[config.mk]
export PLATFORM = sky130hd
export DESIGN_NAME = jps_ram
export DESIGN_NICKNAME = d
export VERILOG_FILES = /design/src/sv/jps_ram.sv
export SDC_FILE = /design/constraint.sdc
export NUM_CORES = 2
export LEC_CHECK = 0
export CELL_PAD_IN_SITES_DETAIL_PLACEMENT = 0
export CELL_PAD_IN_SITES_GLOBAL_PLACEMENT = 1
export CORE_MARGIN = 4
export CORE_UTILIZATION = 57
export DETAILED_ROUTE_END_ITERATION = 8
export DONT_BUFFER_PORTS = 1
export PLACE_DENSITY_LB_ADDON = 0.1
export SLEW_MARGIN = 25
export SYNTH_ARGS = -nofsm -noshare
export SYNTH_HDL_FRONTEND = slang
export SYNTH_SLANG_ARGS = --single-unit
[constraint.sdc]
create_clock -name clk -period 4.65 [get_ports clk]
set_input_delay 0 -clock clk [delete_from_list [all_inputs] [get_ports clk]]
set_output_delay 0 -clock clk [all_outputs]
set_load 0.02 [all_outputs]
[src/sv/jps_ram.sv]
// jps_ram: generic single write port, single read port ram with registered read
// no dependencies
module jps_ram #(
	parameter int WIDTH = 32,
	parameter int DEPTH = 128
) (
	input  logic                     clk,
	input  logic                     we,
	input  logic [$clog2(DEPTH)-1:0] waddr,
	input  logic [WIDTH-1:0]         wdata,
	input  logic [$clog2(DEPTH)-1:0] raddr,
	output logic [WIDTH-1:0]         rdata
);

	logic [WIDTH-1:0] mem_q [DEPTH];
	logic [WIDTH-1:0] rdata_q;

	// write port
	always_ff @(posedge clk) begin
		if (we) begin
			mem_q[waddr] <= wdata;
		end
	end

	// registered read port
	always_ff @(posedge clk) begin
		rdata_q <= mem_q[raddr];
	end

	assign rdata = rdata_q;

endmodule

Yosys cells after proc, flatten, opt, wreduce, memory -nomap -nowiden
Memory sizes are Yosys's and may differ from the RTL's. A register that Yosys moved wholly into a read port is not among the register bits.
Cells that the tools add are included.
W data, S select, Z words.
{ "totals": {"reg_bits": 0, "word_cells": 3, "n_memories": 1, "in_bits": 48, "ramBits": 4096} }
{ "memory_table": {"columns": ["memory", "words", "word_bits", "rd", "rd_ports_with_merged_regs", "wr", "line", "rtl"], "rows": [
  ["mem_q", 128, 32, 1, 1, 1, "15", "logic [WIDTH-1:0] mem_q [DEPTH];"]
]} }
{ "op_classes": {"n_mux": 2} }
{ "ops": {"columns": ["operator", "count"], "rows": [
  ["$mux W1", 2]
]} }

Logic depth before layout (Yosys ltp)
{ "logic_depth": {"depth_word": 2, "mapped_depth": 8, "mapped_depth_nobuf": 4} }

Worst setup path before layout
OpenSTA, ideal clock, no wires.
{ "synth_timing": {"kind": "input -> register", "start": "input port we", "end": "memory mem_q[98][0] (enable)", "required_ns": 4.189, "cell_stages": 3, "arrival_time_ns": 2.778, "slack_ns": 1.411, "setup_ns": 0.461, "cell_sequence": "clkbuf_1 -> nand4_1 -> nor3_1"} }
{ "synth_between": {"elab_chain_cells": 2} }
{ "synth_lines": {"columns": ["item", "line", "rtl"], "rows": [
  ["start, declared", "8", "input logic we,"],
  ["$mux W1", "20", "if (we) begin"],
  ["$mux W1 (implied by the code)", "21", "mem_q[waddr] <= wdata;"],
  ["end, declared", "15", null]
]} }
No other way between the ends.

==> out/results.tsv <==
metric	value	unit
htreeDepth	5	
peakVddDrop	0.421	mV
die_w	532	µm
routed_wl	409000	µm
cts_tree	built	
pre_cts_ws	0.0504	ns
synth_top_cell_by_area	edfxtp_1	
die_y	532	µm
setup_viol	0	
clock-root-buffer	clkbuf_16	
synth_compound_area_frac	0	
reg2reg_depth	7	
skew	0.0342	ns
holdPathStages	2	
utilization	0.653	
pin_count	80	
synth_top_family_by_area	multiplexers	
overflow	0	
syn_inst	5990	
clk_latency	0.94	ns
min_from	waddr[0]	
hold_path_class	primary input to flop	
min_to	mem_q[61][20]	
most-common-layout-cells	4096 x edfxtp_1, 1344 x mux4_2, 418 x clkbuf_16, 160 x buf_4, 119 x nor2_4	
yosysSeqAreaShare	0.791	
area_growth	13.6	%
slew_viol_final	0	
regToRegSetupSlack	0.83	ns
dr.pass1.iters	5	
dp.cells	9428	
gp_congestion	0.765	
rsz0062_at_grt	no	
p_leak	54.4	nW
drive_above_1_share	0.348	
drv_cap	0	
io_buffers	0	
synth_nets	6038	
drt_iter0_drc	11000	
critical_path_arrival	5.06	ns
p_per_area	439	nW/µm²
ys_seq_elements	4128	
grt_antenna_before_repair	63	
clock_path_buffers	4	
synthMuxAreaShare	0.196	
synth_xor_area_frac	0	
yosys.area_share.simple	0.00446	
layout_commonest_cell	edfxtp_1	
synth_cell_type_count	17	
vias_per_cell	6.84	
startpoint_type	primary input	
cts_sinks	4128	
fin_crit_sh	0.914	
path_class	primary input to flop	
max_freq	0.235	GHz
clk_pin_slew_worst_paths	0.06	ns
syn_area	156000	µm²
vias	70600	
relSlewSlack	0.249	
row_count	191	
crit-reg2reg-launch	mem_q[127][14]	
numCtsBuffers	407	
status	finished, final reports clean	
grt_max_degree	1025	
crit_path_end_kind	flop	
ant_nets	0	
cp.required	5.46	ns
synth_top_area_frac	0.787	
stdcell_count	10300	
fin_nets	6420	
coreArea	272000	µm²
grt.total_usage	0.291	
grt_pass1_vias	70300	
cts_setup_buffers	0	
fin_ws	0.400	ns
start_util	0.575	
tightest_slew	1.13	ns
period_minus_slack	4.25	ns
r2r_end	rdata[14]	
total_power	78.0	mW
postSynthAreaPerCell	26.1	µm²
yosysWarnings	0	
dp_hpwl	205000	µm
cts_resized	0	
drc_errors	0	
finalSetupTns	0	ns
path_max_fanout	95	
grt_pass1_wl	568000	µm
synth_adder_area_share	0	
die_area	283000	µm²
drt-wirelength-per-cell	39.7	µm
ys_top_cells_by_area	edfxtp_1 79%, mux4_2 19%, clkbuf_1 0.44%	
final_hold_viol_count	0	
-- worst max path at each step --
stage / to / slack, ns / cells past startpoint / startpoint
3_5_place_dp: rdata[13] / 0.05 / 8 / raddr[0]
5_1_grt: rdata[14] / 0.15 / 11 / raddr[0]
4_1_cts: rdata[2] / 0.25 / 10 / raddr[0]
6_report: rdata[14] / 0.40 / 11 / raddr[0]
2_1_floorplan: mem_q[98][0] / 1.41 / 3 / we
3_3_place_gp: rdata[18] / -0.12 / 8 / raddr[0]
-- through the flow --
step | hold slack (ns) | cell area, µm²
global placement | 0.107 | 162000
finish | 0.0631 | 177000
detailed placement | 0.107 | 162000
CTS | 0.00471 | 177000
global route | 0.00924 | 177000
floorplan | 0.0989 | 156000
-- cell type report --
cell class,instances,area (µm²)
Timing Repair Buffer,289,3640
Clock inverter,242,2440
Multi-Input combinational cell,1546,32300
Fill cell,17100,94200
Antenna cell,35,87.6
Clock buffer,507,10900
Tap cell,3570,4470
Sequential cell,4128,124000
-- Yosys cell counts --
master / instances
nand3_1: 12
buf_4: 3
mux2_2: 32
mux4_2: 1344
edfxtp_1: 4096
nor2b_1: 7
buf_6: 2
nand2b_1: 2
buf_1: 50
clkbuf_1: 182
dfxtp_1: 32
nand4_1: 3
nor2_1: 122
nand2_1: 14
or3_1: 1
nor3_1: 9
buf_2: 79
-- layer usage --
metal  wire length [µm]  GRT usage  vias up
met5                599    0.00557        -
met4              12600     0.0816       34
met3              45200     0.0715      628
met2             192000      0.442     3842
met1             159000      0.432    38900
li1                   -          -    27300
-- sequential cells by signal, indices dropped and copies added (netlist names) --
name / flops
mem_q: 4096
rdata: 32
-- power breakdown --
group / internal [mW] / switching, mW
logic: 1.54 / 2.19
clock network: 19.1 / 13.8
registers: 41.1 / 0.269
total: 61.7 / 16.3
-- cell families (layout without fill, tap and decap cells) --
family        after synthesis  count (layout)
mux                      1376            1376
simple gates              170             170
flops                    4128            4128
buf+inv                   316            1038
other cells                 0              35
-- repair_timing --
item | 4_1_cts | 5_1_grt
hold buffers | 95 | 1
hold endpoints to repair | 4884 | 1
setup endpoints to repair | 0 | 2
-- worst max-delay path: stages --
cell and delay (ns):
buf_16 0.35, buf_16 0.18, buf_16 0.38, buf_16 0.44, mux4_2 0.57, mux4_2 0.47
dlygate4sd3_1 0.57, mux4_2 0.46, dlygate4sd3_1 0.56, mux2_2 0.26, dlygate4sd3_1 0.55
No activity file was read; power rests on OpenSTA's default activity.
