File: src/sv/jps_pkg.sv
// jps_pkg: shared types, constants and codes of the 1d poisson jacobi solver
// no dependencies; used by jps_alu, jps_seq and the top level by scoped names
package jps_pkg;

	// grid geometry
	localparam int GRID_POINTS = 128;
	localparam int IDX_W       = $clog2(GRID_POINTS);
	localparam logic [IDX_W-1:0] N_MAX = IDX_W'(GRID_POINTS - 2);

	// field widths
	localparam int VALUE_W = 32;
	localparam int H2_W    = 17;
	localparam int TOL_W   = 31;
	localparam int ITER_W  = 17;
	localparam int NPTS_W  = 7;
	localparam int CHG_W   = 32;

	// datapath widths: 18x32 signed product, accumulator with headroom
	localparam int PROD_W    = H2_W + 1 + VALUE_W;
	localparam int ACC_W     = PROD_W + 2;
	localparam int FRAC_BITS = 16;

	localparam logic signed [ACC_W-1:0] ROUND_C  = ACC_W'(2 ** FRAC_BITS);
	localparam logic signed [ACC_W-1:0] VAL_MAX  = ACC_W'((64'sd1 <<< (VALUE_W - 1)) - 1);
	localparam logic signed [ACC_W-1:0] VAL_MIN  = -VAL_MAX - ACC_W'(1);
	localparam logic [ITER_W-1:0]       SWEEP_CAP = ITER_W'(65536);
	localparam logic [TOL_W-1:0]        CHG_CAP   = {TOL_W{1'b1}};

	// register reset values
	localparam logic [H2_W-1:0]   H2_RST   = H2_W'(6);
	localparam logic [TOL_W-1:0]  TOL_RST  = TOL_W'(1);
	localparam logic [ITER_W-1:0] ITER_RST = ITER_W'(65536);
	localparam logic [NPTS_W-1:0] NPTS_RST = NPTS_W'(100);

	// configuration port
	localparam int PADDR_W = 4;

	typedef enum logic [1:0] {
		REG_H2     = 2'd0,
		REG_TOL    = 2'd1,
		REG_ITER   = 2'd2,
		REG_POINTS = 2'd3
	} reg_t;

	typedef enum logic [1:0] {
		CMD_LOAD  = 2'd0,
		CMD_SOLVE = 2'd1,
		CMD_READ  = 2'd2,
		CMD_NOP   = 2'd3
	} cmd_t;

	typedef enum logic [3:0] {
		ST_IDLE,
		ST_READ,
		ST_CHECK,
		ST_EDGE0,
		ST_EDGE1,
		ST_MUL,
		ST_SUM,
		ST_UPD,
		ST_NEXT,
		ST_DONE
	} state_t;

	// sequencer to datapath and memories
	typedef struct packed {
		logic             left_ld;
		logic             mid_ld;
		logic             mul_ld;
		logic             sum_ld;
		logic             upd;
		logic             du_clr;
		logic             respond;
		logic             read_done;
		logic             finish;
		logic             sol_we;
		logic             load_sel;
		logic             src_we;
		logic [IDX_W-1:0] wr_addr;
		logic [IDX_W-1:0] sol_raddr;
		logic [IDX_W-1:0] src_raddr;
	} ctl_t;

endpackage

File: src/sv/jps_alu.sv
// jps_alu: shared point update unit (multiply, sum and round, change tracking)
// depends on jps_pkg; driven step by step by jps_seq
module jps_alu (
	input  logic                               clk,
	input  logic                               arst_n,
	input  jps_pkg::ctl_t                      ctl,
	input  logic signed [jps_pkg::VALUE_W-1:0] u_rdata,
	input  logic signed [jps_pkg::VALUE_W-1:0] f_rdata,
	input  logic [jps_pkg::H2_W-1:0]           h2,
	input  logic [jps_pkg::TOL_W-1:0]          tol,
	output logic signed [jps_pkg::VALUE_W-1:0] nv,
	output logic [jps_pkg::CHG_W-1:0]          du,
	output logic                               below_tol
);

	// old values around the point: u[i-1], u[i], u[i+1]
	logic signed [jps_pkg::VALUE_W-1:0] left_q, mid_q, right_q;
	logic signed [jps_pkg::PROD_W-1:0]  prod_s1;
	logic signed [jps_pkg::VALUE_W-1:0] nv_s2;
	logic [jps_pkg::CHG_W-1:0]          du_q;

	logic signed [jps_pkg::PROD_W-1:0]    prod;
	logic signed [jps_pkg::ACC_W-1:0]     pair, acc, shifted;
	logic signed [jps_pkg::VALUE_W-1:0]   nv_d;
	logic signed [jps_pkg::VALUE_W:0]     diff;
	logic [jps_pkg::CHG_W-1:0]            absd;

	// h2 * f, unsigned h2 widened to a signed operand
	assign prod = $signed({1'b0, h2}) * f_rdata;

	// (l + r) * 2^16 - h2*f, round half up, divide by 2^17, saturate
	always_comb begin
		pair    = jps_pkg::ACC_W'(left_q) + jps_pkg::ACC_W'(right_q);
		acc     = (pair <<< jps_pkg::FRAC_BITS) - jps_pkg::ACC_W'(prod_s1) + jps_pkg::ROUND_C;
		shifted = acc >>> (jps_pkg::FRAC_BITS + 1);
		if (shifted > jps_pkg::VAL_MAX) begin
			nv_d = jps_pkg::VALUE_W'(jps_pkg::VAL_MAX);
		end else if (shifted < jps_pkg::VAL_MIN) begin
			nv_d = jps_pkg::VALUE_W'(jps_pkg::VAL_MIN);
		end else begin
			nv_d = shifted[jps_pkg::VALUE_W-1:0];
		end
	end

	// exact absolute change of the point
	always_comb begin
		diff = (jps_pkg::VALUE_W+1)'(nv_s2) - (jps_pkg::VALUE_W+1)'(mid_q);
		if (diff[jps_pkg::VALUE_W]) begin
			absd = jps_pkg::CHG_W'(-diff);
		end else begin
			absd = diff[jps_pkg::CHG_W-1:0];
		end
	end

	// operand window and pipeline registers
	always_ff @(posedge clk) begin
		if (ctl.left_ld) begin
			left_q <= u_rdata;
		end
		if (ctl.mid_ld) begin
			mid_q <= u_rdata;
		end
		if (ctl.mul_ld) begin
			right_q <= u_rdata;
			prod_s1 <= prod;
		end
		if (ctl.sum_ld) begin
			nv_s2 <= nv_d;
		end
		if (ctl.upd) begin
			left_q <= mid_q;
			mid_q  <= right_q;
		end
	end

	// running maximum change of the sweep
	always_ff @(posedge clk or negedge arst_n) begin
		if (!arst_n) begin
			du_q <= '0;
		end else if (ctl.du_clr) begin
			du_q <= '0;
		end else if (ctl.upd && (absd > du_q)) begin
			du_q <= absd;
		end
	end

	assign nv        = nv_s2;
	assign du        = du_q;
	assign below_tol = du_q < {1'b0, tol};

endmodule

File: config.mk
export PLATFORM = sky130hd
export DESIGN_NAME = jps_alu
export DESIGN_NICKNAME = d
export VERILOG_FILES = /design/src/sv/jps_pkg.sv /design/src/sv/jps_alu.sv
export SDC_FILE = /design/constraint.sdc
export NUM_CORES = 2
export LEC_CHECK = 0
export ABC_CLOCK_PERIOD_IN_PS = 12020
export BUFFER_PORTS_ARGS = -buffer_cell sky130_fd_sc_hd__clkbuf_2
export CAP_MARGIN = 25
export CORE_MARGIN = 1.5
export CORE_UTILIZATION = 50
export DETAILED_ROUTE_END_ITERATION = 16
export PLACE_DENSITY = 0.66
export SLEW_MARGIN = 20
export SYNTH_ARGS = -nofsm -noshare
export SYNTH_HDL_FRONTEND = slang
export SYNTH_SLANG_ARGS = --single-unit
File: constraint.sdc
create_clock -name clk -period 12.02 [get_ports clk]
set_clock_uncertainty 0.05 [all_clocks]
set_input_delay 1.803 -clock clk [delete_from_list [all_inputs] [get_ports clk]]
set_output_delay 1.803 -clock clk [all_outputs]
set_load 0.02 [all_outputs]
# Word level (Yosys, flattened, before mapping)
# Index checks and enable logic that the tools add are counted.
[classes]
mux = 8
addsub = 5
multipliers = 1
n_reduce_logical = 4
magnitude_cmp = 4
[op_table]
columns = ["cell", "n"]
rows = [
  ["two-way mux 32 bit", 8],
  ["adder 51 x 18 -> 52 bit (second input constant)", 1],
  ["subtractor 49 x 50 -> 51 bit", 1],
  ["multiplier 18 x 32 -> 50 bit", 1],
  ["greater-than comparator 35 x 32 -> 1 bit (second input constant)", 1],
  ["< comparator 35 x 32 -> 1 bit (second input constant)", 1],
  ["adder 32 x 32 -> 33 bit", 1],
  ["subtractor 32 x 32 -> 33 bit", 1],
  ["greater-than comparator 32 bit", 1],
  ["< comparator 32 x 31 -> 1 bit", 1],
  ["negation 32 bit", 1],
  ["nonzero test 2 bit", 3],
  ["logical AND 1 bit", 1],
]
[totals]
output_inout_bits = 65
regBits = 210

# Logic depth before layout (Yosys ltp)
[depth]
ltp_word = 7
ltp_mapped = 27
ltp_nobuf = 26

# Worst setup path before layout
# No wires, ideal clock.
[synth_timing]
path_type = "in2reg"
from = "in f_rdata[8] (netlist bit)"
to = "reg prod_s1[46] (netlist bit), data pin"
setup_slack_ps = 3477
n_path_buf = 2
setup_time_ps = 265
t_arrival_ps = 8228
stages = 24
cell_sequence = "clkbuf_1 clkbuf_1 nand2_1 fa_1 inv_1 fa_1 fa_1 inv_1 fa_1 fa_1 inv_1 fa_1 ha_1 a21o_1 a21o_1 a211o_1 a31oi_1 o21ai_0 a31oi_1 a311o_1 o211ai_1 a221oi_1 o21ai_0 xor2_1"
[synth_between]
elab_chain_cells = 1
[synth_lines]
columns = ["element", "line_no", "source"]
rows = [
  ["from (decl)", "jps_alu.sv:8", "input logic signed [jps_pkg::VALUE_W-1:0] f_rdata,"],
  ["multiplier 18 x 32 -> 50 bit", "jps_alu.sv:29", "assign prod = $signed({1'b0, h2}) * f_rdata;"],
  ["named net prod, one bit", "jps_alu.sv:22", "logic signed [jps_pkg::PROD_W-1:0] prod;"],
  ["to (signal assigned)", "jps_alu.sv:65", "prod_s1 <= prod;"],
  ["to (decl)", "jps_alu.sv:18", "logic signed [jps_pkg::PROD_W-1:0] prod_s1;"],
]
# The timed path passes the listed nets, and every way through them passes these cells.
# A chain may end at the register's enable or synchronous reset.

# Final worst setup path
[layout_timing]
from = "in h2[6] (netlist bit)"
to = "reg prod_s1[46] (netlist bit), data pin"
[layout_between]
elab_chain_cells = 1
[layout_lines]
columns = ["element", "line_no", "source"]
rows = [
  ["from (decl)", "jps_alu.sv:9", "input logic [jps_pkg::H2_W-1:0] h2,"],
  ["multiplier 18 x 32 -> 50 bit", "jps_alu.sv:29", ""],
  ["named net prod, one bit", "jps_alu.sv:22", ""],
]
# The timed path passes the listed nets, and every way through them passes these cells.

==> impl_metrics.yaml <==
status:
  status: "finished, final reports clean"
synth:
  syn-num-nets: 4756
  synthTopCellsByCount: "770 x inv_1, 600 x nand2_1, 523 x fa_1"
  synth_warnings: 0
  synth_top_area_frac: 0.3059
  synth_cell_types: 78
  syn_area_sq_mm: 0.03422
  ys_async_sr_fraction: 0.1524
  syn_area_per_cell_sq_um: 9.070
  synth.area.top_cells: "fa_1 31%, edfxtp_1 16%, ha_1 11%"
  synth-edff-count: 178
  synth_top_area_cell: "fa_1"
  synth_ff_type: "edfxtp_1"
  yosysMostFrequentCell: "inv_1"
  ys_seq_elements: 210
  ys_seq_area_frac: 0.1796
  synthCells: 3773
global_routing:
  overflow: 0
  grtUsageTotal: 0.2393
  grt_pass1_wl_um: 134700
  grt_pass1_vias: 26130
  grt_max_degree: 54
  antenna_found_initial: 1
worst_hold_path:
  hold_depth: 2
  holdPathEnd: "left_q[7]"
  holdCritStartpoint: "mid_q[7]"
  hp-class: "reg2reg"
cts:
  clk_pin_slew_ns: 0.08
  h-tree-depth: 1
  ctsResizeCount: 0
  cts_max_path_buffers: 3
  cts-root-buf: "clkbuf_16"
  post-cts-setup-buffers: 0
  ctsHoldBuffers: 0
  cts_tree: "built"
  cts_made_buffers: 20
  clkSinkCount: 210
  clock_latency_ns: 0.52
floorplan:
  rows: 95
  die_x_um: 264.6
  initial_utilization: 0.5078
  io_pins: 212
  coreArea_sq_mm: 0.06740
  dieArea_sq_mm: 0.07002
  die_h_um: 264.6
setup_path:
  rr_worst_depth: 25
  cp_num_buf_inv: 4
  critPathRequiredTime_ns: 12.22
  critPathLaunchType: "input pin"
  end_kind: "flop"
  path_common_cell: "fa_1"
  max_stage_delay_ns: 0.70
  path_max_fanout: 32
  cp_top_family: "adder cells"
  worstPathArrival_ns: 9.26
  crit_chain: "clkbuf_2 -> nand2_1 -> fa_1 -> inv_1 -> fa_1 -> fa_1 -> inv_1 -> fa_1 -> fa_1 -> inv_1 -> fa_1 -> ha_1 -> a21o_1 -> a21o_1 -> a211o_1 -> a31oi_1 -> o21ai_0 -> a31oi_1 -> a311o_1 -> o211ai_1 -> a221oi_1 -> o21ai_0 -> xor2_1"
  r2r_end: "nv[18]"
  slowest_stage: "clkbuf_2"
  reg2reg_from: "left_q[0]"
  critical_path_class: "in2reg"
  reg2reg_slack_ns: 4.51
timing:
  min_period_ns: 9.067
  slew_viol_final: 0
  tns_ns: 0
  slew_headroom: 0.3173
  period_share: 0.7543
  setup_viol: 0
  hold_viol: 0
  tightest_slew_ns: 1.024
  grt_setup_unrepaired: "false"
  max_freq_ghz: 0.1103
run:
  drv_cap: 0
drt:
  post_drt_wl_per_cell_um: 17.31
  num_vias: 25337
  drcViolationCount: 0
  first_pass_iters: 5
  drtIter0Drc: 1446
  ant_nets: 0
  vias_per_cell: 5.350
  postRouteWirelength_um: 81960
layout:
  syn_to_final_growth_pct: 6.808
  fin_nets: 4832
  diodes: 0
  final_layout_size_suffix_gt1_frac: 0.06679
place:
  numPortBuffers: 184
  place.gp.congestion: 0.8629
  hpwl_um: 64440
## stage by stage
step           area [sq um]    util  worst slack (ns)  cells  hold WS [ns]
2_1_floorplan         34220       -             3.477   3773        0.4670
3_3_place_gp          35800  0.5311             2.467   4700        0.4787
3_5_place_dp          35800  0.5311             2.451   4700        0.4928
4_1_cts               36550  0.5423             2.984   4736        0.4943
5_1_grt               36550  0.5423             2.423   4736        0.5329
6_report              36550  0.5423             2.953   4736        0.4867
## sequential cells by signal (all words and copies together), names as in the netlist
register  count
right_q      32
nv           32
left_q       32
du           32
prod_s1      50
mid_q        32
## worst register-to-register path: cells and delay by family, from the launching register on
family | cells | cell delay [ns]
AO/OA/AOI/OAI | 16 | 4.63
XOR/XNOR | 1 | 0.24
adder cells (fa/ha/maj) | 4 | 1.30
flip-flops | 1 | 0.41
AND/OR/NAND/NOR | 4 | 0.75
## routing by layer
layer,global-route usage,share of wire,vias to the layer above
li1,-,-,12093
met1,0.3262,0.45,12423
met2,0.4021,0.46,739
met3,0.03511,0.070,80
met4,0.05887,0.023,2
met5,0,0.00016,-
## worst max-delay path by stage
stage | depth (start not counted) | slack (ns) | end | start
floorplan | 24 | 3.48 | prod_s1[46] | f_rdata[8]
global placement | 23 | 2.47 | prod_s1[46] | h2[7]
detailed placement | 23 | 2.45 | prod_s1[46] | h2[7]
CTS | 23 | 2.98 | prod_s1[46] | h2[7]
global route | 23 | 2.42 | prod_s1[46] | h2[7]
finish | 23 | 2.95 | prod_s1[46] | h2[6]
## logic make-up (layout without fill, tap and decap cells)
group                      count (synthesis)  in the layout  synth area share
muxes                                      4              4          0.001170
adders and majority gates                836            836            0.4204
and+or+nand+nor                         1114           1114            0.1521
DFF                                      210            210            0.1796
AOI/OAI and AO/OA                        549            549            0.1084
buffers and inverters                    913           1003            0.1007
xor gates and xnor gates                 147            147           0.03762
## final cells by class
class / count / area [sq um]
Clock buffer: 21 / 525.5
Clock inverter: 15 / 229.0
Fill cell: 6126 / 30840
Inverter: 770 / 2890
Multi-Input combinational cell: 2650 / 24650
Sequential cell: 210 / 6146
Tap cell: 873 / 1092
Timing Repair Buffer: 197 / 1021
## placed cells by master, fill, tap and decap left out, types with 6 or more instances in the layout
| master | count |
|---|---|
| o211ai_1 | 9 |
| o21bai_1 | 13 |
| a211oi_1 | 38 |
| ha_1 | 313 |
| bufinv_16 | 6 |
| nand4_1 | 32 |
| and3_1 | 20 |
| o31a_1 | 7 |
| a21boi_0 | 6 |
| fa_1 | 523 |
| xnor2_1 | 100 |
| nand2_1 | 600 |
| or3_1 | 12 |
| nor2_1 | 106 |
| a31oi_1 | 25 |
| o21a_1 | 22 |
| and4_1 | 7 |
| nor3_1 | 25 |
| nand2b_1 | 56 |
| dfrtp_1 | 32 |
| o21ai_0 | 80 |
| edfxtp_1 | 178 |
| inv_1 | 770 |
| xor2_1 | 47 |
| buf_4 | 14 |
| nor2b_1 | 28 |
| nor4_1 | 6 |
| a21o_1 | 130 |
| and2_1 | 169 |
| o21ai_1 | 6 |
| nand3_1 | 24 |
| a41oi_1 | 6 |
| clkbuf_16 | 21 |
| or2_2 | 10 |
| a21oi_1 | 138 |
| clkbuf_2 | 182 |
Power is left out: the tool's default activity adds up to more than one toggle a clock period on the data nets, which glitch-free logic cannot reach.
