[src/sv/jps_pkg.sv]
// jps_pkg: shared types, constants and codes of the 1d poisson jacobi solver
// no dependencies; used by jps_alu, jps_seq and the top level by scoped names
package jps_pkg;

	// grid geometry
	localparam int GRID_POINTS = 128;
	localparam int IDX_W       = $clog2(GRID_POINTS);
	localparam logic [IDX_W-1:0] N_MAX = IDX_W'(GRID_POINTS - 2);

	// field widths
	localparam int VALUE_W = 32;
	localparam int H2_W    = 17;
	localparam int TOL_W   = 31;
	localparam int ITER_W  = 17;
	localparam int NPTS_W  = 7;
	localparam int CHG_W   = 32;

	// datapath widths: 18x32 signed product, accumulator with headroom
	localparam int PROD_W    = H2_W + 1 + VALUE_W;
	localparam int ACC_W     = PROD_W + 2;
	localparam int FRAC_BITS = 16;

	localparam logic signed [ACC_W-1:0] ROUND_C  = ACC_W'(2 ** FRAC_BITS);
	localparam logic signed [ACC_W-1:0] VAL_MAX  = ACC_W'((64'sd1 <<< (VALUE_W - 1)) - 1);
	localparam logic signed [ACC_W-1:0] VAL_MIN  = -VAL_MAX - ACC_W'(1);
	localparam logic [ITER_W-1:0]       SWEEP_CAP = ITER_W'(65536);
	localparam logic [TOL_W-1:0]        CHG_CAP   = {TOL_W{1'b1}};

	// register reset values
	localparam logic [H2_W-1:0]   H2_RST   = H2_W'(6);
	localparam logic [TOL_W-1:0]  TOL_RST  = TOL_W'(1);
	localparam logic [ITER_W-1:0] ITER_RST = ITER_W'(65536);
	localparam logic [NPTS_W-1:0] NPTS_RST = NPTS_W'(100);

	// configuration port
	localparam int PADDR_W = 4;

	typedef enum logic [1:0] {
		REG_H2     = 2'd0,
		REG_TOL    = 2'd1,
		REG_ITER   = 2'd2,
		REG_POINTS = 2'd3
	} reg_t;

	typedef enum logic [1:0] {
		CMD_LOAD  = 2'd0,
		CMD_SOLVE = 2'd1,
		CMD_READ  = 2'd2,
		CMD_NOP   = 2'd3
	} cmd_t;

	typedef enum logic [3:0] {
		ST_IDLE,
		ST_READ,
		ST_CHECK,
		ST_EDGE0,
		ST_EDGE1,
		ST_MUL,
		ST_SUM,
		ST_UPD,
		ST_NEXT,
		ST_DONE
	} state_t;

	// sequencer to datapath and memories
	typedef struct packed {
		logic             left_ld;
		logic             mid_ld;
		logic             mul_ld;
		logic             sum_ld;
		logic             upd;
		logic             du_clr;
		logic             respond;
		logic             read_done;
		logic             finish;
		logic             sol_we;
		logic             load_sel;
		logic             src_we;
		logic [IDX_W-1:0] wr_addr;
		logic [IDX_W-1:0] sol_raddr;
		logic [IDX_W-1:0] src_raddr;
	} ctl_t;

endpackage

[src/sv/jps_seq.sv]
// jps_seq: request decode and sweep sequencer of the jacobi solver
// depends on jps_pkg; steers jps_alu and the two grid rams
module jps_seq (
	input  logic                            clk,
	input  logic                            arst_n,
	input  logic                            accept,
	input  jps_pkg::cmd_t                   command,
	input  logic [jps_pkg::IDX_W-1:0]       grid_index,
	input  logic [jps_pkg::NPTS_W-1:0]      points_cfg,
	input  logic [jps_pkg::ITER_W-1:0]      iter_cfg,
	input  logic                            below_tol,
	output jps_pkg::ctl_t                   ctl,
	output logic                            busy,
	output logic [jps_pkg::ITER_W-1:0]      sweeps,
	output logic                            conv
);

	jps_pkg::state_t state_q, state_d;

	logic [jps_pkg::IDX_W-1:0]  i_q, n_q;
	logic [jps_pkg::ITER_W-1:0] k_q, limit_q;
	logic                       conv_q;

	// state register
	always_ff @(posedge clk or negedge arst_n) begin
		if (!arst_n) begin
			state_q <= jps_pkg::ST_IDLE;
		end else begin
			state_q <= state_d;
		end
	end

	// next state and step controls
	always_comb begin
		state_d       = state_q;
		ctl           = '0;
		ctl.wr_addr   = i_q;
		ctl.sol_raddr = i_q + jps_pkg::IDX_W'(1);
		ctl.src_raddr = i_q;
		unique case (state_q)
			jps_pkg::ST_IDLE: begin
				if (accept) begin
					unique case (command)
						jps_pkg::CMD_LOAD: begin
							ctl.sol_we   = 1'b1;
							ctl.src_we   = 1'b1;
							ctl.load_sel = 1'b1;
							ctl.wr_addr  = grid_index;
							ctl.respond  = 1'b1;
						end
						jps_pkg::CMD_SOLVE: begin
							ctl.du_clr = 1'b1;
							state_d    = jps_pkg::ST_CHECK;
						end
						jps_pkg::CMD_READ: begin
							ctl.sol_raddr = grid_index;
							state_d       = jps_pkg::ST_READ;
						end
						jps_pkg::CMD_NOP: begin
							ctl.respond = 1'b1;
						end
					endcase
				end
			end
			jps_pkg::ST_READ: begin
				ctl.read_done = 1'b1;
				state_d       = jps_pkg::ST_IDLE;
			end
			jps_pkg::ST_CHECK: begin
				if (k_q >= limit_q) begin
					state_d = jps_pkg::ST_DONE;
				end else begin
					ctl.du_clr    = 1'b1;
					ctl.sol_raddr = '0;
					state_d       = jps_pkg::ST_EDGE0;
				end
			end
			jps_pkg::ST_EDGE0: begin
				// u[0] arrives, fetch u[1]
				ctl.left_ld   = 1'b1;
				ctl.sol_raddr = jps_pkg::IDX_W'(1);
				state_d       = jps_pkg::ST_EDGE1;
			end
			jps_pkg::ST_EDGE1: begin
				// u[1] arrives, fetch u[2] and f[1]
				ctl.mid_ld = 1'b1;
				if (n_q == '0) begin
					state_d = jps_pkg::ST_NEXT;
				end else begin
					state_d = jps_pkg::ST_MUL;
				end
			end
			jps_pkg::ST_MUL: begin
				ctl.mul_ld = 1'b1;
				state_d    = jps_pkg::ST_SUM;
			end
			jps_pkg::ST_SUM: begin
				ctl.sum_ld = 1'b1;
				state_d    = jps_pkg::ST_UPD;
			end
			jps_pkg::ST_UPD: begin
				// write back u[i], prefetch for the next point
				ctl.upd       = 1'b1;
				ctl.sol_we    = 1'b1;
				ctl.sol_raddr = i_q + jps_pkg::IDX_W'(2);
				ctl.src_raddr = i_q + jps_pkg::IDX_W'(1);
				if (i_q == n_q) begin
					state_d = jps_pkg::ST_NEXT;
				end else begin
					state_d = jps_pkg::ST_MUL;
				end
			end
			jps_pkg::ST_NEXT: begin
				if (below_tol) begin
					state_d = jps_pkg::ST_DONE;
				end else begin
					state_d = jps_pkg::ST_CHECK;
				end
			end
			jps_pkg::ST_DONE: begin
				ctl.finish = 1'b1;
				state_d    = jps_pkg::ST_IDLE;
			end
			default: begin
				state_d = jps_pkg::ST_IDLE;
			end
		endcase
	end

	// point index, sweep count and solve parameters
	always_ff @(posedge clk or negedge arst_n) begin
		if (!arst_n) begin
			i_q     <= '0;
			n_q     <= '0;
			k_q     <= '0;
			limit_q <= '0;
			conv_q  <= 1'b0;
		end else begin
			if ((state_q == jps_pkg::ST_IDLE) && accept && (command == jps_pkg::CMD_SOLVE)) begin
				n_q     <= (points_cfg > jps_pkg::N_MAX) ? jps_pkg::N_MAX : points_cfg;
				limit_q <= (iter_cfg > jps_pkg::SWEEP_CAP) ? jps_pkg::SWEEP_CAP : iter_cfg;
				k_q     <= '0;
				conv_q  <= 1'b0;
			end
			if (state_q == jps_pkg::ST_CHECK) begin
				i_q <= jps_pkg::IDX_W'(1);
			end
			if ((state_q == jps_pkg::ST_UPD) && (i_q != n_q)) begin
				i_q <= i_q + jps_pkg::IDX_W'(1);
			end
			if (state_q == jps_pkg::ST_NEXT) begin
				k_q <= k_q + jps_pkg::ITER_W'(1);
				if (below_tol) begin
					conv_q <= 1'b1;
				end
			end
		end
	end

	assign busy   = (state_q != jps_pkg::ST_IDLE);
	assign sweeps = k_q;
	assign conv   = conv_q;

	// sweep writes stay on interior points
	a_upd_interior: assert property (@(posedge clk) disable iff (!arst_n)
		(state_q == jps_pkg::ST_UPD) |-> ((i_q != '0) && (i_q <= n_q)))
		else $error("sweep write outside interior points");

	// sweep count never passes the limit while solving
	a_k_limit: assert property (@(posedge clk) disable iff (!arst_n)
		(state_q == jps_pkg::ST_CHECK) |-> (k_q <= limit_q))
		else $error("sweep count beyond limit");

	// a converged solve has done at least one sweep
	a_conv_sweeps: assert property (@(posedge clk) disable iff (!arst_n)
		((state_q == jps_pkg::ST_DONE) && conv_q) |-> (k_q != '0))
		else $error("converged with no sweep");

	// the sequencer takes no request while busy
	a_idle_accept: assert property (@(posedge clk) disable iff (!arst_n)
		(accept && (state_q != jps_pkg::ST_IDLE)) |-> 1'b0)
		else $error("request accepted while busy");

endmodule

[config.mk]
export PLATFORM = sky130hd
export DESIGN_NAME = jps_seq
export DESIGN_NICKNAME = d
export VERILOG_FILES = /design/src/sv/jps_pkg.sv /design/src/sv/jps_seq.sv
export SDC_FILE = /design/constraint.sdc
export NUM_CORES = 1
export LEC_CHECK = 0
export BUFFER_PORTS_ARGS = -buffer_cell sky130_fd_sc_hd__buf_4
export CORE_AREA = 2 2 78 95
export DETAILED_ROUTE_END_ITERATION = 8
export DIE_AREA = 0 0 80 97
export GPL_ROUTABILITY_DRIVEN = 1
export PLACE_DENSITY_LB_ADDON = 0.3
export SYNTH_ARGS = -nofsm -noshare
export SYNTH_HDL_FRONTEND = slang
export SYNTH_SLANG_ARGS = --single-unit
[constraint.sdc]
create_clock -name clk -period 3 [get_ports clk]
set_input_delay 0.45 -clock clk [delete_from_list [all_inputs] [get_ports clk]]
set_output_delay 0.45 -clock clk [all_outputs]
set_load 0.005 [all_outputs]
Word level (Yosys, flattened, before mapping)
Cells that the tools add are included.

Flip-flop bits (word level): 53. Bits of input ports: 37. Output and inout port bits: 52. Logic and storage cells: 76.

$add $sub $neg: 3. Order comparisons: 3. Equal/unequal tests: 16. Multiplexer cells: 37. Reductions and logical operators: 11.

Operator list (number): $mux W17 (4); $mux W7 (6); $pmux W4 S8 (1); $pmux W7 S4 (1); $mux W4 (5); $add A17 B1 Y17 const B (1); $ge A17 B17 Y1 (1); $gt A17 B17 Y1 const B (1); $eq A4 B3 Y1 const B (4); $mux W1 (14); $mux W10 (1); $mux W9 (1); $eq A4 B2 Y1 const B (2); $eq A4 B4 Y1 const B (2); $pmux W4 S2 (1); $add A7 B1 Y7 const B (1); $add A7 B2 Y7 const B (1); $eq A7 B7 Y1 (1); $gt A7 B7 Y1 const B (1); $logic_not A7 Y1 (1); $ne A7 B7 Y1 (1); $eq A2 B2 Y1 const B (2); $eq A4 B1 Y1 const B (1); $logic_not A4 Y1 (1); other kinds (11) (15).

Depth between registers and ports, before layout
Word-level depth: 6. Gate-level depth with buffers: 8. Depth with buffers taken out: 8.

Least setup slack after synthesis
No wires, ideal clock.

Path kind: register -> output. From: reg k_q, in the netlist sweeps[8]. To: out ctl[11] (netlist name). Arrival time: 2.104 ns. Slack: 0.446 ns. Cell stages (with the launch flop): 8. Buffers on the path: 0. Cells stage by stage: dfrtp_1 > ha_1 > and4_1 > nand2_1 > or4_1 > a211oi_2 > nor3_2 > o221ai_1.

RTL lines: start: declaration (line jps_seq.sv:21) `logic [jps_pkg::ITER_W-1:0] k_q, limit_q;`; start signal: assignment (line jps_seq.sv:152) `k_q <= k_q + jps_pkg::ITER_W'(1);`; end: declaration (line jps_seq.sv:12) `output jps_pkg::ctl_t ctl,`.

==> flow_summary.toml <==
[setup_path]
signal_arrival_time_at_the_worst_endpoint_ns = 2.57
worstRegToRegCells = 6
worst-setup-path-type = "flop to output port"
cp_max_fo = 6
crit_path_start_kind = "flop"
critical_path.reg2reg.startpoint = "state_q[2]$_DFFE_PN0P_"
worst-r2r-setup-slack_ns = 0.62
worstReg2RegEnd = "sweeps[15]$_DFFE_PN0P_"
worstPathRequired_ns = 2.55
crit_start = "sweeps[6]$_DFFE_PN0P_"
crit_path_end = "ctl[13]"
setup.worst_path.end_class = "output port"

[cts]
cts.sinks = 53
cts_hold_repair.buffers = 0
clkTransAtPathRegs_ns = 0.09
clockRootBuffer = "sky130_fd_sc_hd__clkbuf_8"
worst_skew_pair.late_latency_ns = 0.30
clk_path_buf_depth = 2
cts_buffers = 5
tritoncts = "built"
cts_htree_levels = 2

[placement]
place_area_um2 = 4340
placement.setup.worst_slack_ns = 0.106
dpl.hpwl_mm = 6.93
gp_congestion = 0.820
io_buffers = 88

[synth]
mappedNetlistNets = 476
seq_area_frac_synth = 0.367
synth.avg_cell_area_um2 = 8.72
yosysWarningCount = 0
netlist_area_um2 = 3620
synth_cell_type_count = 51
ys_seq_elements = 53
synth_async_sr_flop_share = 1.00
gate_count_of_the_mapped_netlist = 415
number_of_flops_mapped_to_enable_cells_by_yosys = 0
commonest_register_cell_after_synthesis = "sky130_fd_sc_hd__dfrtp_1"

[cells_and_area]
drive_above_1_share = 0.292
final_cell_mix = "103 x sky130_fd_sc_hd__buf_4, 53 x sky130_fd_sc_hd__dfrtp_1, 40 x sky130_fd_sc_hd__o21ai_0"
nets = 564
leading_cell_type_in_the_layout_fill_and_taps_excluded = "sky130_fd_sc_hd__buf_4"
num_antenna_cells = 0
area.growth.synth_to_final_pct = 26.3
postLayoutCellArea_um2 = 4570

[floorplanning]
floorplan.die.height_um = 97
initial_core_util = 0.534
ioPinCount = 89
die-width_um = 80
fp-row-count = 33
floorplan.die_area_um2 = 7760
fp.coreArea_um2 = 6770

[grt]
first_global_vias = 3306
grt_antenna_before_repair = 0
grt.busiest_layer = "met2"
groute.usage.overall = 0.247
groute.layer.met1.usage = 0.319
grt_first_pass_wirelength_mm = 15.6
gr-usage-met3 = 0.0308
grt_util_met2 = 0.424
grt_max_degree = 54
globalRouteOverflowTotal = 0

[power_and_ir_drop]
power_density_nw_per_um2 = 770
p_leak_uw = 0.00218
vdd.ir_drop.worst_uv = 552

[timing]
max_freq_mhz = 331
max_slew_margin = 0.547
final_min_period_over_clock_period = 1.01
timing.final.setup_violations = 2
worst_clock_skew_ns = 0.00639
transition_at_the_pin_with_the_smallest_max_transition_slack_ns = 0.679
unrepaired_setup_endpoints_after_global_routing = "true"
timing.final.crit_period_ns = 3.02
slew_violations = 0
timing_hold_violations_final = 0
finalWorstSetupSlack_ns = -0.0168

[detailed_routing]
drt_drc = 0
antenna_left = 0
total_routed_wirelength_mm = 9.40
detail_route.wl_per_cell_um = 15.9
drt_iter0_markers = 163
detail_route.vias_per_cell = 5.83
route.vias.total = 3448
drtPass1Iterations = 4

[job]
maxCapViolCount = 0

[run_status]
outcome = "complete, but fails checks"
violations = "negative setup slack"

[hold_path]
min-delay-path-class = "primary input to async pin"
## worst max-delay path, stage by stage, from the launching register on
cell and delay [ns]:
sky130_fd_sc_hd__dfrtp_1 0.44, sky130_fd_sc_hd__ha_4 0.29, sky130_fd_sc_hd__and4_4 0.23, sky130_fd_sc_hd__nand2_2 0.05, sky130_fd_sc_hd__or4_4 0.44, sky130_fd_sc_hd__a211oi_4 0.34
sky130_fd_sc_hd__nor3_4 0.11, sky130_fd_sc_hd__o221ai_2 0.21, sky130_fd_sc_hd__buf_4 0.14
## routing by layer
layer | up-vias | part of all wire | wire (µm)
li1 | 1660 | - | -
met1 | 1638 | 0.41 | 3830
met2 | 131 | 0.51 | 4790
met3 | 19 | 0.055 | 521
met4 | 0 | 0.027 | 254
met5 | - | 0 | 0
## Yosys cell counts, drive strengths merged, types with 2 or more instances
master   n  area (µm²)
a211oi   3        27.5
a21oi   25         129
a22o    16         140
a31oi    3        18.8
and2     8        51.3
and3     7        43.8
buf     11        81.3
clkbuf  11        51.3
dfrtp   53        1330
ha      24         300
inv     25        93.8
mux2    14         158
nand2   39         146
nand2b   8        50.1
nand3   25         130
nand4    5        31.3
nor2    28         105
nor2b    2        12.5
nor3    12        70.1
nor4     8        65.1
o211ai   3        22.5
o21ai   43         215
o221ai   3        26.3
o22ai    2        12.5
o31ai    4        30.0
or3      2        13.8
xnor2   12         105
xor2     8        70.1
## how the worst min path moves through the flow
stage,slack [ns],startpoint,end,depth (start not counted)
2_1_floorplan,0.15,arst_n,conv$_DFF_PN0_,0
3_3_place_gp,0.47,limit_q[11]$_DFFE_PN0P_,limit_q[11]$_DFFE_PN0P_,2
3_5_place_dp,0.49,limit_q[11]$_DFFE_PN0P_,limit_q[11]$_DFFE_PN0P_,2
4_1_cts,0.20,arst_n,limit_q[10]$_DFFE_PN0P_,1
5_1_grt,0.23,arst_n,sweeps[11]$_DFFE_PN0P_,1
6_report,0.17,arst_n,sweeps[12]$_DFFE_PN0P_,1
## state kept, by name, summed over array words and instances, names as in the netlist
| signal | count |
|---|---|
| limit_q | 17 |
| sweeps | 17 |
| i_q | 7 |
| n_q | 7 |
| state_q | 4 |
| conv | 1 |
## cells by family (layout without fill, tap and decap cells)
group / after synthesis / after routing / synth area share
AND/OR/NAND/NOR: 149 / 149 / 0.210
AO/OA/AOI/OAI: 108 / 108 / 0.186
flip-flops: 53 / 53 / 0.367
buffers and inverters: 47 / 136 / 0.0626
adder cells (fa/ha/maj): 24 / 24 / 0.0830
XOR/XNOR: 20 / 20 / 0.0484
multiplexers: 14 / 14 / 0.0436
## area by class of cell
type | count | area [µm²]
clock buffers | 7 | 96.3
clock inverters | 1 | 5.00
fillers | 576 | 2200
inverters | 25 | 93.8
multi-input cells | 315 | 2170
flip-flops and latches | 53 | 1330
well taps | 87 | 109
repair buffers | 103 | 773
## power by group
group | internal [µW] | leakage (µW) | total, µW | switching, µW
Clock | 209 | 0.0000542 | 437 | 228
Combinational | 944 | 0.00143 | 1840 | 893
Sequential | 946 | 0.000695 | 1240 | 297
## timing repair
item,in CTS,in global routing
setup buffers,3,1
pin swaps,7,4
endpoints found under the setup margin,8,8
resized for setup,7,11
## through the flow
step	utilization	setup TNS, ns	cells	total power (µW)	hold WS (ns)
global placement	0.641	0	579	2840	0.468
CTS	0.665	0	590	3420	0.204
detailed placement	0.641	0	579	2900	0.491
global route	0.675	-0.409	591	3820	0.228
floorplan	-	0	415	2220	0.154
finish	0.675	-0.0226	591	3520	0.171
Note: power is estimated with default switching activity, not from simulation.
